### config.mk
export PLATFORM = sky130hd
export DESIGN_NAME = ecc_point_scalar_multiply_core_flat
export DESIGN_NICKNAME = d
export VERILOG_FILES = /design/src/hdl/epsm_pkg.sv /design/src/hdl/epsm_req_if.sv /design/src/hdl/epsm_rsp_if.sv /design/src/hdl/epsm_ctrl.sv /design/src/hdl/epsm_datapath.sv /design/src/hdl/ecc_point_scalar_multiply_core.sv /design/src/flat_wrapper.sv
export SDC_FILE = /design/constraint.sdc
export NUM_CORES = 1
export LEC_CHECK = 0
export BUFFER_PORTS_ARGS = -buffer_cell sky130_fd_sc_hd__buf_2
export CAP_MARGIN = 5
export CORE_MARGIN = 2
export CORE_UTILIZATION = 55
export DETAILED_ROUTE_END_ITERATION = 7
export GPL_ROUTABILITY_DRIVEN = 0
export MAX_ROUTING_LAYER = met4
export PLACE_DENSITY_LB_ADDON = 0.1
export SYNTH_ARGS = -nofsm -noshare
export SYNTH_HDL_FRONTEND = slang
export SYNTH_SLANG_ARGS = --single-unit
### constraint.sdc
create_clock -name clock -period 25.3 [get_ports clock]
set_clock_uncertainty 0.05 [all_clocks]
set_input_delay 2.53 -clock clock [delete_from_list [all_inputs] [get_ports clock]]
set_output_delay 2.53 -clock clock [all_outputs]
set_load 0.02 [all_outputs]
### src/hdl/epsm_pkg.sv
// Shared types, constants and field arithmetic for the elliptic-curve point
// scalar multiplier. Used by the interfaces, the controller and the datapath.
// No dependencies.
package epsm_pkg;

   localparam int FIELD_BITS   = 8;
   localparam int SCALAR_BITS  = 16;
   localparam int CNT_BITS     = $clog2(FIELD_BITS + 1);
   localparam int CSR_IDX_BITS = 1;

   typedef logic [FIELD_BITS-1:0]   field_type;
   typedef logic [SCALAR_BITS-1:0]  scalar_type;
   typedef logic [CNT_BITS-1:0]     cnt_type;
   typedef logic [CSR_IDX_BITS-1:0] csr_idx_type;

   localparam csr_idx_type REG_MODULUS = csr_idx_type'(0);
   localparam csr_idx_type REG_CURVE_A = csr_idx_type'(1);

   localparam field_type MODULUS_RESET = field_type'(97);
   localparam field_type CURVE_A_RESET = field_type'(2);

   typedef enum logic [4:0] {
      OP_NOP, OP_CAPTURE, OP_RED_X, OP_RED_Y, OP_RED_A, OP_LOAD_PQ,
      OP_MUL_XX, OP_NUM_DBL, OP_NUM_ADD, OP_INV, OP_MUL_NI, OP_MUL_LL,
      OP_X3, OP_SUB_X, OP_MUL_LT, OP_Y3, OP_WR_P, OP_WR_Q, OP_WR_INF,
      OP_WR_NEW, OP_SHIFT_K, OP_OUT
   } op_type;

   // sel_dbl picks the doubling of the running power instead of the
   // accumulator update.
   typedef struct packed {
      op_type op;
      logic   sel_dbl;
   } cmd_type;

   typedef struct packed {
      logic done;
      logic p_inf;
      logic q_inf;
      logic opp;
      logic dbl;
      logic inv_ok;
      logic k_zero;
      logic k_lsb;
      logic skip;
      logic out_busy;
   } status_type;

   // Both operands are below m.
   function automatic field_type fadd(field_type u, field_type v, field_type m);
      logic [FIELD_BITS:0] s;
      s = {1'b0, u} + {1'b0, v};
      if (s >= {1'b0, m}) s = s - {1'b0, m};
      return s[FIELD_BITS-1:0];
   endfunction

   // The wrap of the narrow subtraction gives the right value below m.
   function automatic field_type fsub(field_type u, field_type v, field_type m);
      field_type d;
      d = u - v;
      if (u < v) d = d + m;
      return d;
   endfunction

endpackage

### src/hdl/epsm_req_if.sv
// Request channel of the point multiplier: valid/ready and the input point.
// Depends on epsm_pkg.
interface epsm_req_if;
   logic                   valid;
   logic                   ready;
   epsm_pkg::field_type    base_x;
   epsm_pkg::field_type    base_y;
   logic                   base_infinity;
   epsm_pkg::scalar_type   scalar;

   modport source (output valid, base_x, base_y, base_infinity, scalar, input ready);
   modport sink   (input valid, base_x, base_y, base_infinity, scalar, output ready);
endinterface

### src/hdl/epsm_rsp_if.sv
// Response channel of the point multiplier: valid/ready and the product point.
// Depends on epsm_pkg.
interface epsm_rsp_if;
   logic                valid;
   logic                ready;
   epsm_pkg::field_type result_x;
   epsm_pkg::field_type result_y;
   logic                result_infinity;

   modport source (output valid, result_x, result_y, result_infinity, input ready);
   modport sink   (input valid, result_x, result_y, result_infinity, output ready);
endinterface

### src/hdl/epsm_ctrl.sv
// Sequencer of the point multiplier: walks the scalar bits and steps the
// datapath through each affine point addition or doubling. Depends on epsm_pkg.
module epsm_ctrl (
   input  logic                 clock,
   input  logic                 reset,
   input  logic                 req_valid,
   output logic                 req_ready,
   input  epsm_pkg::status_type status,
   output epsm_pkg::cmd_type    cmd
);

   typedef enum logic [23:0] {
      S_IDLE   = 24'd1 << 0,
      S_START  = 24'd1 << 1,
      S_RED_X  = 24'd1 << 2,
      S_RED_Y  = 24'd1 << 3,
      S_RED_A  = 24'd1 << 4,
      S_LOOP   = 24'd1 << 5,
      S_PQ     = 24'd1 << 6,
      S_CHECK  = 24'd1 << 7,
      S_MSQ    = 24'd1 << 8,
      S_NUMDBL = 24'd1 << 9,
      S_NUMADD = 24'd1 << 10,
      S_INV    = 24'd1 << 11,
      S_LAM    = 24'd1 << 12,
      S_LL     = 24'd1 << 13,
      S_X3     = 24'd1 << 14,
      S_SUBX   = 24'd1 << 15,
      S_MLT    = 24'd1 << 16,
      S_Y3     = 24'd1 << 17,
      S_WR_P   = 24'd1 << 18,
      S_WR_Q   = 24'd1 << 19,
      S_WR_INF = 24'd1 << 20,
      S_WR_NEW = 24'd1 << 21,
      S_SHIFT  = 24'd1 << 22,
      S_FIN    = 24'd1 << 23
   } state_type;

   state_type state_ff, state_in;
   logic      sel_ff, sel_in;

   always_ff @(posedge clock) begin
      if (reset) begin
         state_ff <= S_IDLE;
         sel_ff   <= 1'b0;
      end else begin
         state_ff <= state_in;
         sel_ff   <= sel_in;
      end
   end

   always_comb begin
      state_in    = state_ff;
      sel_in      = sel_ff;
      req_ready   = 1'b0;
      cmd.op      = epsm_pkg::OP_NOP;
      cmd.sel_dbl = sel_ff;
      unique case (state_ff)
         S_IDLE: begin
            req_ready = 1'b1;
            if (req_valid) begin
               cmd.op   = epsm_pkg::OP_CAPTURE;
               state_in = S_START;
            end
         end
         S_START: state_in = status.skip ? S_FIN : S_RED_X;
         S_RED_X: begin
            cmd.op = epsm_pkg::OP_RED_X;
            if (status.done) state_in = S_RED_Y;
         end
         S_RED_Y: begin
            cmd.op = epsm_pkg::OP_RED_Y;
            if (status.done) state_in = S_RED_A;
         end
         S_RED_A: begin
            cmd.op = epsm_pkg::OP_RED_A;
            if (status.done) state_in = S_LOOP;
         end
         S_LOOP: begin
            if (status.k_zero) begin
               state_in = S_FIN;
            end else begin
               sel_in   = !status.k_lsb;
               state_in = S_PQ;
            end
         end
         S_PQ: begin
            cmd.op   = epsm_pkg::OP_LOAD_PQ;
            state_in = S_CHECK;
         end
         S_CHECK: begin
            priority if (status.p_inf) state_in = S_WR_Q;
            else if (status.q_inf)     state_in = S_WR_P;
            else if (status.opp)       state_in = S_WR_INF;
            else if (status.dbl)       state_in = S_MSQ;
            else                       state_in = S_NUMADD;
         end
         S_MSQ: begin
            cmd.op = epsm_pkg::OP_MUL_XX;
            if (status.done) state_in = S_NUMDBL;
         end
         S_NUMDBL: begin
            cmd.op   = epsm_pkg::OP_NUM_DBL;
            state_in = S_INV;
         end
         S_NUMADD: begin
            cmd.op   = epsm_pkg::OP_NUM_ADD;
            state_in = S_INV;
         end
         S_INV: begin
            cmd.op = epsm_pkg::OP_INV;
            if (status.done) state_in = status.inv_ok ? S_LAM : S_WR_INF;
         end
         S_LAM: begin
            cmd.op = epsm_pkg::OP_MUL_NI;
            if (status.done) state_in = S_LL;
         end
         S_LL: begin
            cmd.op = epsm_pkg::OP_MUL_LL;
            if (status.done) state_in = S_X3;
         end
         S_X3: begin
            cmd.op   = epsm_pkg::OP_X3;
            state_in = S_SUBX;
         end
         S_SUBX: begin
            cmd.op   = epsm_pkg::OP_SUB_X;
            state_in = S_MLT;
         end
         S_MLT: begin
            cmd.op = epsm_pkg::OP_MUL_LT;
            if (status.done) state_in = S_Y3;
         end
         S_Y3: begin
            cmd.op   = epsm_pkg::OP_Y3;
            state_in = S_WR_NEW;
         end
         S_WR_P, S_WR_Q, S_WR_INF, S_WR_NEW: begin
            if (state_ff == S_WR_P)        cmd.op = epsm_pkg::OP_WR_P;
            else if (state_ff == S_WR_Q)   cmd.op = epsm_pkg::OP_WR_Q;
            else if (state_ff == S_WR_INF) cmd.op = epsm_pkg::OP_WR_INF;
            else                           cmd.op = epsm_pkg::OP_WR_NEW;
            // After the accumulator update the same bit still doubles the power.
            if (!sel_ff) begin
               sel_in   = 1'b1;
               state_in = S_PQ;
            end else begin
               state_in = S_SHIFT;
            end
         end
         S_SHIFT: begin
            cmd.op   = epsm_pkg::OP_SHIFT_K;
            state_in = S_LOOP;
         end
         S_FIN: begin
            if (!status.out_busy) begin
               cmd.op   = epsm_pkg::OP_OUT;
               state_in = S_IDLE;
            end
         end
         default: state_in = S_IDLE;
      endcase
   end

endmodule

### src/hdl/epsm_datapath.sv
// Datapath of the point multiplier: configuration registers, point registers,
// a bit-serial modular multiplier and reducer, an inverse search and the
// result register. Depends on epsm_pkg.
module epsm_datapath (
   input  logic                  clock,
   input  logic                  reset,
   input  logic                  csr_wr_en,
   input  epsm_pkg::csr_idx_type csr_index,
   input  epsm_pkg::field_type   csr_wr_data,
   input  epsm_pkg::field_type   in_x,
   input  epsm_pkg::field_type   in_y,
   input  logic                  in_inf,
   input  epsm_pkg::scalar_type  in_k,
   input  epsm_pkg::cmd_type     cmd,
   output epsm_pkg::status_type  status,
   output logic                  out_valid,
   input  logic                  out_ready,
   output epsm_pkg::field_type   out_x,
   output epsm_pkg::field_type   out_y,
   output logic                  out_inf
);

   typedef epsm_pkg::field_type fld_type;

   fld_type mod_ff, mod_in, cfga_ff, cfga_in;
   fld_type m_ff, m_in, rawa_ff, rawa_in, rawx_ff, rawx_in, rawy_ff, rawy_in;
   fld_type ca_ff, ca_in;
   epsm_pkg::scalar_type k_ff, k_in;
   logic    skip_ff, skip_in;
   fld_type px_ff, px_in, py_ff, py_in;
   logic    pinf_ff, pinf_in;
   fld_type ax_ff, ax_in, ay_ff, ay_in;
   logic    ainf_ff, ainf_in;
   fld_type x1_ff, x1_in, y1_ff, y1_in, x2_ff, x2_in, y2_ff, y2_in;
   logic    i1_ff, i1_in, i2_ff, i2_in;
   fld_type num_ff, num_in, den_ff, den_in, inv_ff, inv_in, lam_ff, lam_in;
   fld_type tmp_ff, tmp_in, x3_ff, x3_in, y3_ff, y3_in;
   fld_type mu_ff, mu_in, mv_ff, mv_in, macc_ff, macc_in;
   epsm_pkg::cnt_type cnt_ff, cnt_in;
   fld_type rx_ff, rx_in, ry_ff, ry_in;
   logic    rinf_ff, rinf_in, rvalid_ff, rvalid_in;

   logic    is_mul, is_red, is_inv, loop_end, inv_stop;
   fld_type op_a, op_b, src, step_acc, red_acc, unit_res, wx, wy;
   logic [epsm_pkg::FIELD_BITS:0] red_sh;
   logic    wi;

   always_comb begin
      is_mul = (cmd.op == epsm_pkg::OP_MUL_XX) || (cmd.op == epsm_pkg::OP_MUL_NI) ||
               (cmd.op == epsm_pkg::OP_MUL_LL) || (cmd.op == epsm_pkg::OP_MUL_LT);
      is_red = (cmd.op == epsm_pkg::OP_RED_X) || (cmd.op == epsm_pkg::OP_RED_Y) ||
               (cmd.op == epsm_pkg::OP_RED_A);
      is_inv = (cmd.op == epsm_pkg::OP_INV);
      loop_end = (cnt_ff == epsm_pkg::cnt_type'(epsm_pkg::FIELD_BITS));
      inv_stop = (cnt_ff != '0) &&
                 ((macc_ff == fld_type'(1)) || (mu_ff == fld_type'(m_ff - 1'b1)));

      unique case (cmd.op)
         epsm_pkg::OP_MUL_XX: begin op_a = x1_ff;  op_b = x1_ff;  end
         epsm_pkg::OP_MUL_NI: begin op_a = num_ff; op_b = inv_ff; end
         epsm_pkg::OP_MUL_LL: begin op_a = lam_ff; op_b = lam_ff; end
         default:             begin op_a = lam_ff; op_b = tmp_ff; end
      endcase
      unique case (cmd.op)
         epsm_pkg::OP_RED_X: src = rawx_ff;
         epsm_pkg::OP_RED_Y: src = rawy_ff;
         default:            src = rawa_ff;
      endcase

      // One step of shift-and-add multiplication, least significant bit first.
      step_acc = mv_ff[0] ? epsm_pkg::fadd(macc_ff, mu_ff, m_ff) : macc_ff;
      // One step of restoring remainder, most significant bit first.
      red_sh  = {macc_ff, mv_ff[epsm_pkg::FIELD_BITS-1]};
      if (red_sh >= {1'b0, m_ff}) red_sh = red_sh - {1'b0, m_ff};
      red_acc = red_sh[epsm_pkg::FIELD_BITS-1:0];
      unit_res = is_mul ? step_acc : red_acc;

      status.done     = (is_mul || is_red) ? loop_end : (is_inv ? inv_stop : 1'b1);
      status.p_inf    = i1_ff;
      status.q_inf    = i2_ff;
      status.opp      = (x1_ff == x2_ff) && (epsm_pkg::fadd(y1_ff, y2_ff, m_ff) == '0);
      status.dbl      = (x1_ff == x2_ff) && (y1_ff == y2_ff);
      status.inv_ok   = (macc_ff == fld_type'(1));
      status.k_zero   = (k_ff == '0);
      status.k_lsb    = k_ff[0];
      status.skip     = skip_ff;
      status.out_busy = rvalid_ff;
   end

   always_comb begin
      mod_in = mod_ff; cfga_in = cfga_ff;
      m_in = m_ff; rawa_in = rawa_ff; rawx_in = rawx_ff; rawy_in = rawy_ff;
      ca_in = ca_ff; k_in = k_ff; skip_in = skip_ff;
      px_in = px_ff; py_in = py_ff; pinf_in = pinf_ff;
      ax_in = ax_ff; ay_in = ay_ff; ainf_in = ainf_ff;
      x1_in = x1_ff; y1_in = y1_ff; x2_in = x2_ff; y2_in = y2_ff;
      i1_in = i1_ff; i2_in = i2_ff;
      num_in = num_ff; den_in = den_ff; inv_in = inv_ff; lam_in = lam_ff;
      tmp_in = tmp_ff; x3_in = x3_ff; y3_in = y3_ff;
      mu_in = mu_ff; mv_in = mv_ff; macc_in = macc_ff; cnt_in = cnt_ff;
      rx_in = rx_ff; ry_in = ry_ff; rinf_in = rinf_ff;
      rvalid_in = (rvalid_ff && out_ready) ? 1'b0 : rvalid_ff;
      wx = '0; wy = '0; wi = 1'b1;

      if (csr_wr_en) begin
         if (csr_index == epsm_pkg::REG_MODULUS) mod_in  = csr_wr_data;
         if (csr_index == epsm_pkg::REG_CURVE_A) cfga_in = csr_wr_data;
      end

      // Multi-cycle units: count zero loads the operands, later counts step.
      if (is_mul || is_red) begin
         if (cnt_ff == '0) begin
            mu_in   = op_a;
            mv_in   = is_mul ? op_b : src;
            macc_in = '0;
            cnt_in  = epsm_pkg::cnt_type'(1);
         end else begin
            mu_in   = epsm_pkg::fadd(mu_ff, mu_ff, m_ff);
            mv_in   = is_mul ? (mv_ff >> 1) : (mv_ff << 1);
            macc_in = unit_res;
            cnt_in  = loop_end ? '0 : cnt_ff + 1'b1;
         end
      end else if (is_inv) begin
         // Linear search: macc holds mu * den as mu counts up.
         if (cnt_ff == '0) begin
            mu_in   = fld_type'(1);
            macc_in = den_ff;
            cnt_in  = epsm_pkg::cnt_type'(1);
         end else if (inv_stop) begin
            inv_in = mu_ff;
            cnt_in = '0;
         end else begin
            mu_in   = mu_ff + 1'b1;
            macc_in = epsm_pkg::fadd(macc_ff, den_ff, m_ff);
         end
      end

      unique case (cmd.op)
         epsm_pkg::OP_CAPTURE: begin
            m_in = mod_ff; rawa_in = cfga_ff;
            rawx_in = in_x; rawy_in = in_y; k_in = in_k;
            skip_in = in_inf || (mod_ff < fld_type'(2));
            ax_in = '0; ay_in = '0; ainf_in = 1'b1;
         end
         epsm_pkg::OP_RED_X: if (loop_end) begin px_in = unit_res; pinf_in = 1'b0; end
         epsm_pkg::OP_RED_Y: if (loop_end) py_in = unit_res;
         epsm_pkg::OP_RED_A: if (loop_end) ca_in = unit_res;
         epsm_pkg::OP_LOAD_PQ: begin
            x1_in = cmd.sel_dbl ? px_ff : ax_ff;
            y1_in = cmd.sel_dbl ? py_ff : ay_ff;
            i1_in = cmd.sel_dbl ? pinf_ff : ainf_ff;
            x2_in = px_ff; y2_in = py_ff; i2_in = pinf_ff;
         end
         epsm_pkg::OP_MUL_XX, epsm_pkg::OP_MUL_LL, epsm_pkg::OP_MUL_LT:
            if (loop_end) tmp_in = unit_res;
         epsm_pkg::OP_MUL_NI: if (loop_end) lam_in = unit_res;
         epsm_pkg::OP_NUM_DBL: begin
            num_in = epsm_pkg::fadd(epsm_pkg::fadd(epsm_pkg::fadd(tmp_ff, tmp_ff, m_ff),
                                                   tmp_ff, m_ff), ca_ff, m_ff);
            den_in = epsm_pkg::fadd(y1_ff, y1_ff, m_ff);
         end
         epsm_pkg::OP_NUM_ADD: begin
            num_in = epsm_pkg::fsub(y2_ff, y1_ff, m_ff);
            den_in = epsm_pkg::fsub(x2_ff, x1_ff, m_ff);
         end
         epsm_pkg::OP_X3:
            x3_in = epsm_pkg::fsub(epsm_pkg::fsub(tmp_ff, x1_ff, m_ff), x2_ff, m_ff);
         epsm_pkg::OP_SUB_X: tmp_in = epsm_pkg::fsub(x1_ff, x3_ff, m_ff);
         epsm_pkg::OP_Y3:    y3_in  = epsm_pkg::fsub(tmp_ff, y1_ff, m_ff);
         epsm_pkg::OP_WR_P, epsm_pkg::OP_WR_Q, epsm_pkg::OP_WR_INF,
         epsm_pkg::OP_WR_NEW: begin
            if (cmd.op == epsm_pkg::OP_WR_P) begin
               wx = x1_ff; wy = y1_ff; wi = i1_ff;
            end else if (cmd.op == epsm_pkg::OP_WR_Q) begin
               wx = x2_ff; wy = y2_ff; wi = i2_ff;
            end else if (cmd.op == epsm_pkg::OP_WR_NEW) begin
               wx = x3_ff; wy = y3_ff; wi = 1'b0;
            end
            if (cmd.sel_dbl) begin
               px_in = wx; py_in = wy; pinf_in = wi;
            end else begin
               ax_in = wx; ay_in = wy; ainf_in = wi;
            end
         end
         epsm_pkg::OP_SHIFT_K: k_in = k_ff >> 1;
         epsm_pkg::OP_OUT: begin
            rx_in     = ainf_ff ? '0 : ax_ff;
            ry_in     = ainf_ff ? '0 : ay_ff;
            rinf_in   = ainf_ff;
            rvalid_in = 1'b1;
         end
         default: ;
      endcase
   end

   always_ff @(posedge clock) begin
      if (reset) begin
         mod_ff    <= epsm_pkg::MODULUS_RESET;
         cfga_ff   <= epsm_pkg::CURVE_A_RESET;
         cnt_ff    <= '0;
         rvalid_ff <= 1'b0;
      end else begin
         mod_ff    <= mod_in;
         cfga_ff   <= cfga_in;
         cnt_ff    <= cnt_in;
         rvalid_ff <= rvalid_in;
      end
   end

   always_ff @(posedge clock) begin
      m_ff <= m_in; rawa_ff <= rawa_in; rawx_ff <= rawx_in; rawy_ff <= rawy_in;
      ca_ff <= ca_in; k_ff <= k_in; skip_ff <= skip_in;
      px_ff <= px_in; py_ff <= py_in; pinf_ff <= pinf_in;
      ax_ff <= ax_in; ay_ff <= ay_in; ainf_ff <= ainf_in;
      x1_ff <= x1_in; y1_ff <= y1_in; x2_ff <= x2_in; y2_ff <= y2_in;
      i1_ff <= i1_in; i2_ff <= i2_in;
      num_ff <= num_in; den_ff <= den_in; inv_ff <= inv_in; lam_ff <= lam_in;
      tmp_ff <= tmp_in; x3_ff <= x3_in; y3_ff <= y3_in;
      mu_ff <= mu_in; mv_ff <= mv_in; macc_ff <= macc_in;
      rx_ff <= rx_in; ry_ff <= ry_in; rinf_ff <= rinf_in;
   end

   assign out_valid = rvalid_ff;
   assign out_x     = rx_ff;
   assign out_y     = ry_ff;
   assign out_inf   = rinf_ff;

endmodule

### src/hdl/ecc_point_scalar_multiply_core.sv
// Elliptic-curve point scalar multiplier, right-to-left double-and-add.
// One item at a time: after setup, each point addition or doubling uses the
// 8-step serial multiplier and a linear inverse search over the field; these
// two units set how long an item takes.
// Synchronous active-high reset; modulus resets to 97 and curve_a to 2.
module ecc_point_scalar_multiply_core (
   input  logic                  clock,
   input  logic                  reset,
   epsm_req_if.sink              req_chan,
   epsm_rsp_if.source            rsp_chan,
   input  logic                  csr_wr_en,
   input  epsm_pkg::csr_idx_type csr_index,
   input  epsm_pkg::field_type   csr_wr_data
);

   epsm_pkg::cmd_type    cmd;
   epsm_pkg::status_type status;

   epsm_ctrl u_ctrl (
      .clock     (clock),
      .reset     (reset),
      .req_valid (req_chan.valid),
      .req_ready (req_chan.ready),
      .status    (status),
      .cmd       (cmd)
   );

   epsm_datapath u_dp (
      .clock       (clock),
      .reset       (reset),
      .csr_wr_en   (csr_wr_en),
      .csr_index   (csr_index),
      .csr_wr_data (csr_wr_data),
      .in_x        (req_chan.base_x),
      .in_y        (req_chan.base_y),
      .in_inf      (req_chan.base_infinity),
      .in_k        (req_chan.scalar),
      .cmd         (cmd),
      .status      (status),
      .out_valid   (rsp_chan.valid),
      .out_ready   (rsp_chan.ready),
      .out_x       (rsp_chan.result_x),
      .out_y       (rsp_chan.result_y),
      .out_inf     (rsp_chan.result_infinity)
   );

endmodule

### src/flat_wrapper.sv
// flat-port wrapper written by rule: the top's interface ports become plain ports
module ecc_point_scalar_multiply_core_flat 
  (clock, reset, csr_wr_en, csr_index, csr_wr_data, req_chan_valid, req_chan_base_x, req_chan_base_y, req_chan_base_infinity, req_chan_scalar, req_chan_ready, rsp_chan_valid, rsp_chan_result_x, rsp_chan_result_y, rsp_chan_result_infinity, rsp_chan_ready);
  epsm_req_if req_chan_i ();
  epsm_rsp_if rsp_chan_i ();
  input  logic clock;
  input  logic reset;
  input  logic csr_wr_en;
  input  epsm_pkg::csr_idx_type csr_index;
  input  epsm_pkg::field_type csr_wr_data;
  input wire logic [$bits(req_chan_i.valid)-1:0] req_chan_valid;
  input wire logic [$bits(req_chan_i.base_x)-1:0] req_chan_base_x;
  input wire logic [$bits(req_chan_i.base_y)-1:0] req_chan_base_y;
  input wire logic [$bits(req_chan_i.base_infinity)-1:0] req_chan_base_infinity;
  input wire logic [$bits(req_chan_i.scalar)-1:0] req_chan_scalar;
  output wire logic [$bits(req_chan_i.ready)-1:0] req_chan_ready;
  output wire logic [$bits(rsp_chan_i.valid)-1:0] rsp_chan_valid;
  output wire logic [$bits(rsp_chan_i.result_x)-1:0] rsp_chan_result_x;
  output wire logic [$bits(rsp_chan_i.result_y)-1:0] rsp_chan_result_y;
  output wire logic [$bits(rsp_chan_i.result_infinity)-1:0] rsp_chan_result_infinity;
  input wire logic [$bits(rsp_chan_i.ready)-1:0] rsp_chan_ready;
  assign req_chan_i.valid = req_chan_valid;
  assign req_chan_i.base_x = req_chan_base_x;
  assign req_chan_i.base_y = req_chan_base_y;
  assign req_chan_i.base_infinity = req_chan_base_infinity;
  assign req_chan_i.scalar = req_chan_scalar;
  assign req_chan_ready = req_chan_i.ready;
  assign rsp_chan_valid = rsp_chan_i.valid;
  assign rsp_chan_result_x = rsp_chan_i.result_x;
  assign rsp_chan_result_y = rsp_chan_i.result_y;
  assign rsp_chan_result_infinity = rsp_chan_i.result_infinity;
  assign rsp_chan_i.ready = rsp_chan_ready;
  ecc_point_scalar_multiply_core u_core (.clock(clock), .reset(reset), .req_chan(req_chan_i), .rsp_chan(rsp_chan_i), .csr_wr_en(csr_wr_en), .csr_index(csr_index), .csr_wr_data(csr_wr_data));
endmodule
Yosys cells after proc, flatten, opt, wreduce, memory -nomap -nowiden
Cells that the tools add are included.
- output and inout bits: 19
- input bits: 47
- word-level logic and storage cells: 304
- register bits after elaboration: 268
- reductions and logical operators: 44
- add/sub/neg operators: 32
- muxes and demuxes: 104
- order comparisons: 16
- eq/ne operators: 67
- bitwise logic cells: 3
- operators with widths (kind ; number):
    one-hot mux 24 bit (20 select lines) ; 1
    2-to-1 mux 8 bit ; 46
    2-to-1 mux 24 bit ; 12
    one-hot mux 8 bit (2 select lines) ; 9
    subtractor 8 bit ; 15
    one-hot mux 5 bit (18 select lines) ; 1
    2-to-1 mux 21 bit ; 4
    >= comparator 9 x 8 -> 1 bit ; 9
    adder 8 x 8 -> 9 bit ; 8
    adder 8 bit ; 6
    < comparator 8 bit ; 6
    == test 5 x 4 -> 1 bit, second input constant ; 8
    one-hot mux 16 bit (2 select lines) ; 1
    == test 5 bit, second input constant ; 6
    == test 24 x 1 -> 1 bit, second input constant ; 1
    == test 24 x 10 -> 1 bit, second input constant ; 1
    == test 24 x 11 -> 1 bit, second input constant ; 1
    == test 24 x 12 -> 1 bit, second input constant ; 1
    == test 24 x 13 -> 1 bit, second input constant ; 1
    == test 24 x 14 -> 1 bit, second input constant ; 1
    == test 24 x 15 -> 1 bit, second input constant ; 1
    == test 24 x 16 -> 1 bit, second input constant ; 1
    == test 24 x 17 -> 1 bit, second input constant ; 1
    == test 24 x 18 -> 1 bit, second input constant ; 1
    other kinds (52) ; 124

Depth between registers and ports, before layout
- depth in word-level cells: 15
- mapped depth: 43

Cells and area by module
Synthesis repeated with hierarchy kept, for this count alone.
- cell total of the unflattened synthesis: 2284
- area, all modules: 22155.0 um^2
- modules (own cells, without submodules) (module ; instances ; cells each ; area each (um^2)):
    epsm_datapath ; 1 ; 2065 ; 20240.7
    epsm_ctrl ; 1 ; 219 ; 1914.3

Least setup slack after synthesis
No wires, ideal clock.
- path kind: register to register
- from: register u_core.u_dp.m_ff[1] in the netlist's numbering
- to: register u_core.u_dp.num_ff[2] in the netlist's numbering (data pin)
- cell stages (with the launch flop): 39
- period minus slack after synthesis: 9.416 ns
- arrival time: 9.105 ns
- library setup time: 0.261 ns
- required time: 24.989 ns
- path buffers: 0
- slack: 15.884 ns
- cell sequence: edfxtp_1 -> inv_1 -> ha_1 -> nor2b_1 -> o21ai_0 -> a21boi_0 -> o21ai_0 -> a21boi_0 -> o21a_1 -> o21ai_0 -> o211ai_1 -> mux2_2 -> ha_1 -> a21o_1 -> a21oi_1 -> o21ai_0 -> a21oi_1 -> o21ai_0 -> [3 not listed] -> nor2_1 -> a2111oi_0 -> nand2_1 -> mux2_2 -> ha_1 -> a21oi_1 -> nor2b_1 -> o21a_1 -> o41ai_1 -> xor2_1 -> inv_1 -> ha_1 -> nand4_1 -> nor2_1 -> a2111oi_0 -> o21a_1 -> nand2_1 -> o311a_1
- RTL lines (element ; RTL line ; text):
    start, declared ; epsm_datapath.sv:26 ; fld_type m_ff, m_in, rawa_ff, rawa_in, rawx_ff, rawx_in, rawy_ff, rawy_in;
    start signal, assigned ; epsm_datapath.sv:211 ; m_ff <= m_in; rawa_ff <= rawa_in; rawx_ff <= rawx_in; rawy_ff <= rawy_in;
    end signal, assigned ; epsm_datapath.sv:217 ; num_ff <= num_in; den_ff <= den_in; inv_ff <= inv_in; lam_ff <= lam_in;
    end, declared ; epsm_datapath.sv:36 ; fld_type num_ff, num_in, den_ff, den_in, inv_ff, inv_in, lam_ff, lam_in;

==> impl_summary.txt <==
----------------------------------------------------
[Run status]
  Outcome ... completed

[STA]
  Final setup vio count ... 0
  Final sum of negative setup slack ... 0 ps
  Fmax achieved ... 97.8 MHz
  Clock period minus final worst setup slack ... 10230 ps
  Number of hold violations in the final report ... 0
  Max-slew violation count ... 0
  Unrepaired setup endpoints after global routing ... false
  Tightest Pin Transition ... 1410 ps
  Portion of the clock cycle consumed by the worst path in the final layout ... 40.4%
  Worst slew slack as a fraction of its limit ... 4.99%
  Worst hold slack across all endpoints ... 381 ps

[Clock tree]
  CTS clock-pin slew for the worst setup and hold paths ... 80 ps
  Cell at the root of the clock tree ... sky130_fd_sc_hd__clkbuf_16
  Setup bufs post-CTS ... 0
  Post-cts hold buffer count ... 0
  Worst-case clock buffer depth ... 3
  H-Tree Depth ... 1
  Post-cts sizing count ... 0
  Clk_lat worst skew ... 580 ps
  Number of buffers inserted during clock tree synthesis ... 29
  CTS sink cnt ... 268
  TritonCTS clock tree ... built

[Placed design]
  Number of buffers added on ports ... 65
  Half-perimeter wire length of the detailed placement result ... 48500 um
  Placed standard-cell area ... 0.0221 mm2
  Instance count after placement with tap cells included ... 2733

[Setup path]
  Critical setup path kind ... flip-flop to flip-flop
  Stage delay of the slowest cell on the critical path ... 770 ps
  CP Data Arrival Time ... 10500 ps
  Type of element launching the critical path ... flip-flop
  Worst setup EP type ... flip-flop
  Critical-path top delay cell ... sky130_fd_sc_hd__edfxtp_1
  Critical Path RT ... 25570 ps
  CP Max Fanout ... 12

[Global routing]
  Total global-route track usage ... 32.1%
  Leftover overflow at the end of global routing ... 0
  Initial antenna violation count ... 1
  Largest net degree at the start of global routing ... 36
  Vias in the first global route ... 17.2k
  First-pass GRT wire length ... 98400 um

[Logic synthesis]
  Part of the Yosys area used for sequential elements ... 35.7%
  Post-synthesis cell count ... 2197
  Post-synth EDFFs ... 222
  Number of distinct library cell variants in the gate-level netlist after synthesis ... 93
  Synth warnings ... 0
  Yosys reg bits ... 268
  Predominant post-synthesis flop cell ... sky130_fd_sc_hd__edfxtp_1
  Share of flip-flops with an asynchronous set or reset after synthesis ... 0%
  Synth Area per Inst ... 9.66 um2
  Leading area contributor after synthesis ... sky130_fd_sc_hd__edfxtp_1
  Most numerous cell types in the synthesized netlist ... sky130_fd_sc_hd__edfxtp_1 (222), sky130_fd_sc_hd__ha_1 (208), sky130_fd_sc_hd__nor2_1 (177)
  Leading post-synthesis cells by cell area ... sky130_fd_sc_hd__edfxtp_1 (31%), sky130_fd_sc_hd__ha_1 (12%), sky130_fd_sc_hd__dfxtp_1 (4.3%)
  Cell with the most instances after synthesis ... sky130_fd_sc_hd__edfxtp_1
  Number of nets produced by synthesis ... 2478
  Post-synthesis instance area ... 0.0212 mm2
  Area fraction of the dominant cell type after synthesis ... 31.4%

[Route]
  Detailed-route vias per instance ... 6.35
  Antenna-violating nets left ... 0
  Initial detailed-routing violation count ... 1696
  DRC ... 0
  DR WL/cell ... 22.8 um
  Overall via count from detail_route ... 17.7k
  Total iterations of the first detailed-routing run ... 5
  Routed Wire Length ... 63500 um

[Worst hold path]
  Worst hold path class ... flip-flop to flip-flop

[Final layout]
  Synth-to-layout area growth ... 8.78%
  Top register by number of flip-flops ... u_core.u_ctrl.state_ff
  Top flop regs ... u_core.u_ctrl.state_ff: 24 flops, u_core.u_dp.k_ff: 16 flops
  Final cell count without fillers ... 2787
  Largest register FFs ... 24
  # diodes ... 0
  Summed area of non-filler cells in the final layout ... 0.0231 mm2
  Share of cells above drive strength 1 ... 11.6%
  Net count of the finished layout ... 2534
  Number of fill cells ... 3296
  Core utilization of the finished layout ... 61.0%

[Die]
  Height of the die ... 200 um
  Starting density of the core ... 56.1%
  I/O Pins ... 66
  Chip Width ... 200 um
  Site Rows ... 71
  Placeable core area ... 0.0378 mm2
  Area of the die ... 0.0402 mm2

[Flow run]
  Max-Cap Viols ... 0

[Pwr]
  Largest voltage drop on the vdd net ... 0.0729 mV
  Leakage power of the design ... 9.44 nW
  Power Density ... 67.5 mW/mm2

----------------------------------------------------
==> power by group <==
group	total, mW	switching, mW	internal, mW	leakage (nW)
clock network	0.434	0.180	0.255	0.475
logic	0.594	0.339	0.254	6.54
registers	0.531	0.0117	0.520	2.42
total	1.56	0.531	1.03	9.44
==> metal layers <==
metal,wire (um),track usage [%],vias to the layer above
li1,-,-,8261
met1,26900,42.8,8514
met2,28600,50.1,776
met3,5480,4.71,147
met4,2480,11.5,0
met5,0,-,-
==> worst max-delay path: cells and delay by family (launching register included) <==
kind | cells | cell delay (ps)
AOI/OAI and AO/OA | 18 | 4570
xor gates and xnor gates | 2 | 500
adders and majority gates | 6 | 1830
buffers and inverters | 4 | 430
DFF | 1 | 770
muxes | 1 | 260
and+or+nand+nor | 10 | 1530
==> path summary, 6_finish.rpt <==
check	from	to	slack [ps]	cells past startpoint
worst max register to register	u_core.u_dp.m_ff[2]$_DFFE_PP_	u_core.u_dp.num_ff[2]$_DFFE_PP_	15070	41
worst min-delay path	u_core.u_dp.cfga_ff[0]$_SDFFE_PP0P_	u_core.u_dp.rawa_ff[0]$_DFFE_PP_	380	0
worst max-delay path	u_core.u_dp.m_ff[2]$_DFFE_PP_	u_core.u_dp.num_ff[2]$_DFFE_PP_	15070	41
worst min register to register	u_core.u_dp.cfga_ff[0]$_SDFFE_PP0P_	u_core.u_dp.rawa_ff[0]$_DFFE_PP_	380	0
==> logic make-up (layout without fill, tap and decap cells) <==
logic type | Yosys count | in the layout | share of synthesized area [%]
AND/OR/NAND/NOR | 669 | 669 | 16.1
flip-flops | 268 | 268 | 35.7
multiplexers | 105 | 105 | 5.28
adder cells (fa/ha/maj) | 234 | 234 | 14.7
AO/OA/AOI/OAI | 583 | 583 | 18.2
buffers and inverters | 187 | 266 | 3.58
XOR/XNOR | 151 | 151 | 6.36
==> area by class of cell <==
cell class / count / area (um2) / area share [%]
inverters: 122 / 458 / 1.98
clock inverters: 11 / 111 / 0.482
well taps: 511 / 639 / 2.77
repair buffers: 90 / 513 / 2.22
flip-flops and latches: 268 / 7590 / 32.9
multi-input cells: 1742 / 12900 / 56.0
clock buffers: 43 / 860 / 3.72
==> cells in the final DEF, fill, tap and decap left out, drive strengths merged, types with 10 or more instances in the layout <==
| cell type | count |
|---|---|
| nand2 | 156 |
| o21bai | 16 |
| fa | 26 |
| o21a | 22 |
| nand2b | 25 |
| nor2 | 179 |
| or4 | 14 |
| nor3b | 11 |
| nand4 | 27 |
| nor3 | 46 |
| a21o | 75 |
| ha | 208 |
| mux2i | 49 |
| xor2 | 53 |
| nor4 | 30 |
| o21ai | 115 |
| buf | 90 |
| a22oi | 19 |
| mux2 | 56 |
| o221a | 15 |
| a31oi | 15 |
| o211ai | 21 |
| inv | 123 |
| or2 | 12 |
| a21boi | 10 |
| and2 | 11 |
| xnor2 | 96 |
| nand3 | 58 |
| a211oi | 27 |
| edfxtp | 222 |
| dfxtp | 46 |
| clkbuf | 43 |
| nor2b | 60 |
| a21oi | 172 |
| and3 | 10 |
==> per-stage QoR <==
step / power [mW] / setup slack, ps
6_report: 1.56 / 15070
5_1_grt: 1.65 / 14280
4_1_cts: 1.55 / 15250
3_5_place_dp: 1.12 / 15300
3_3_place_gp: 1.10 / 15720
2_1_floorplan: 0.987 / 15880
Note: power is estimated with default switching activity, not from simulation.
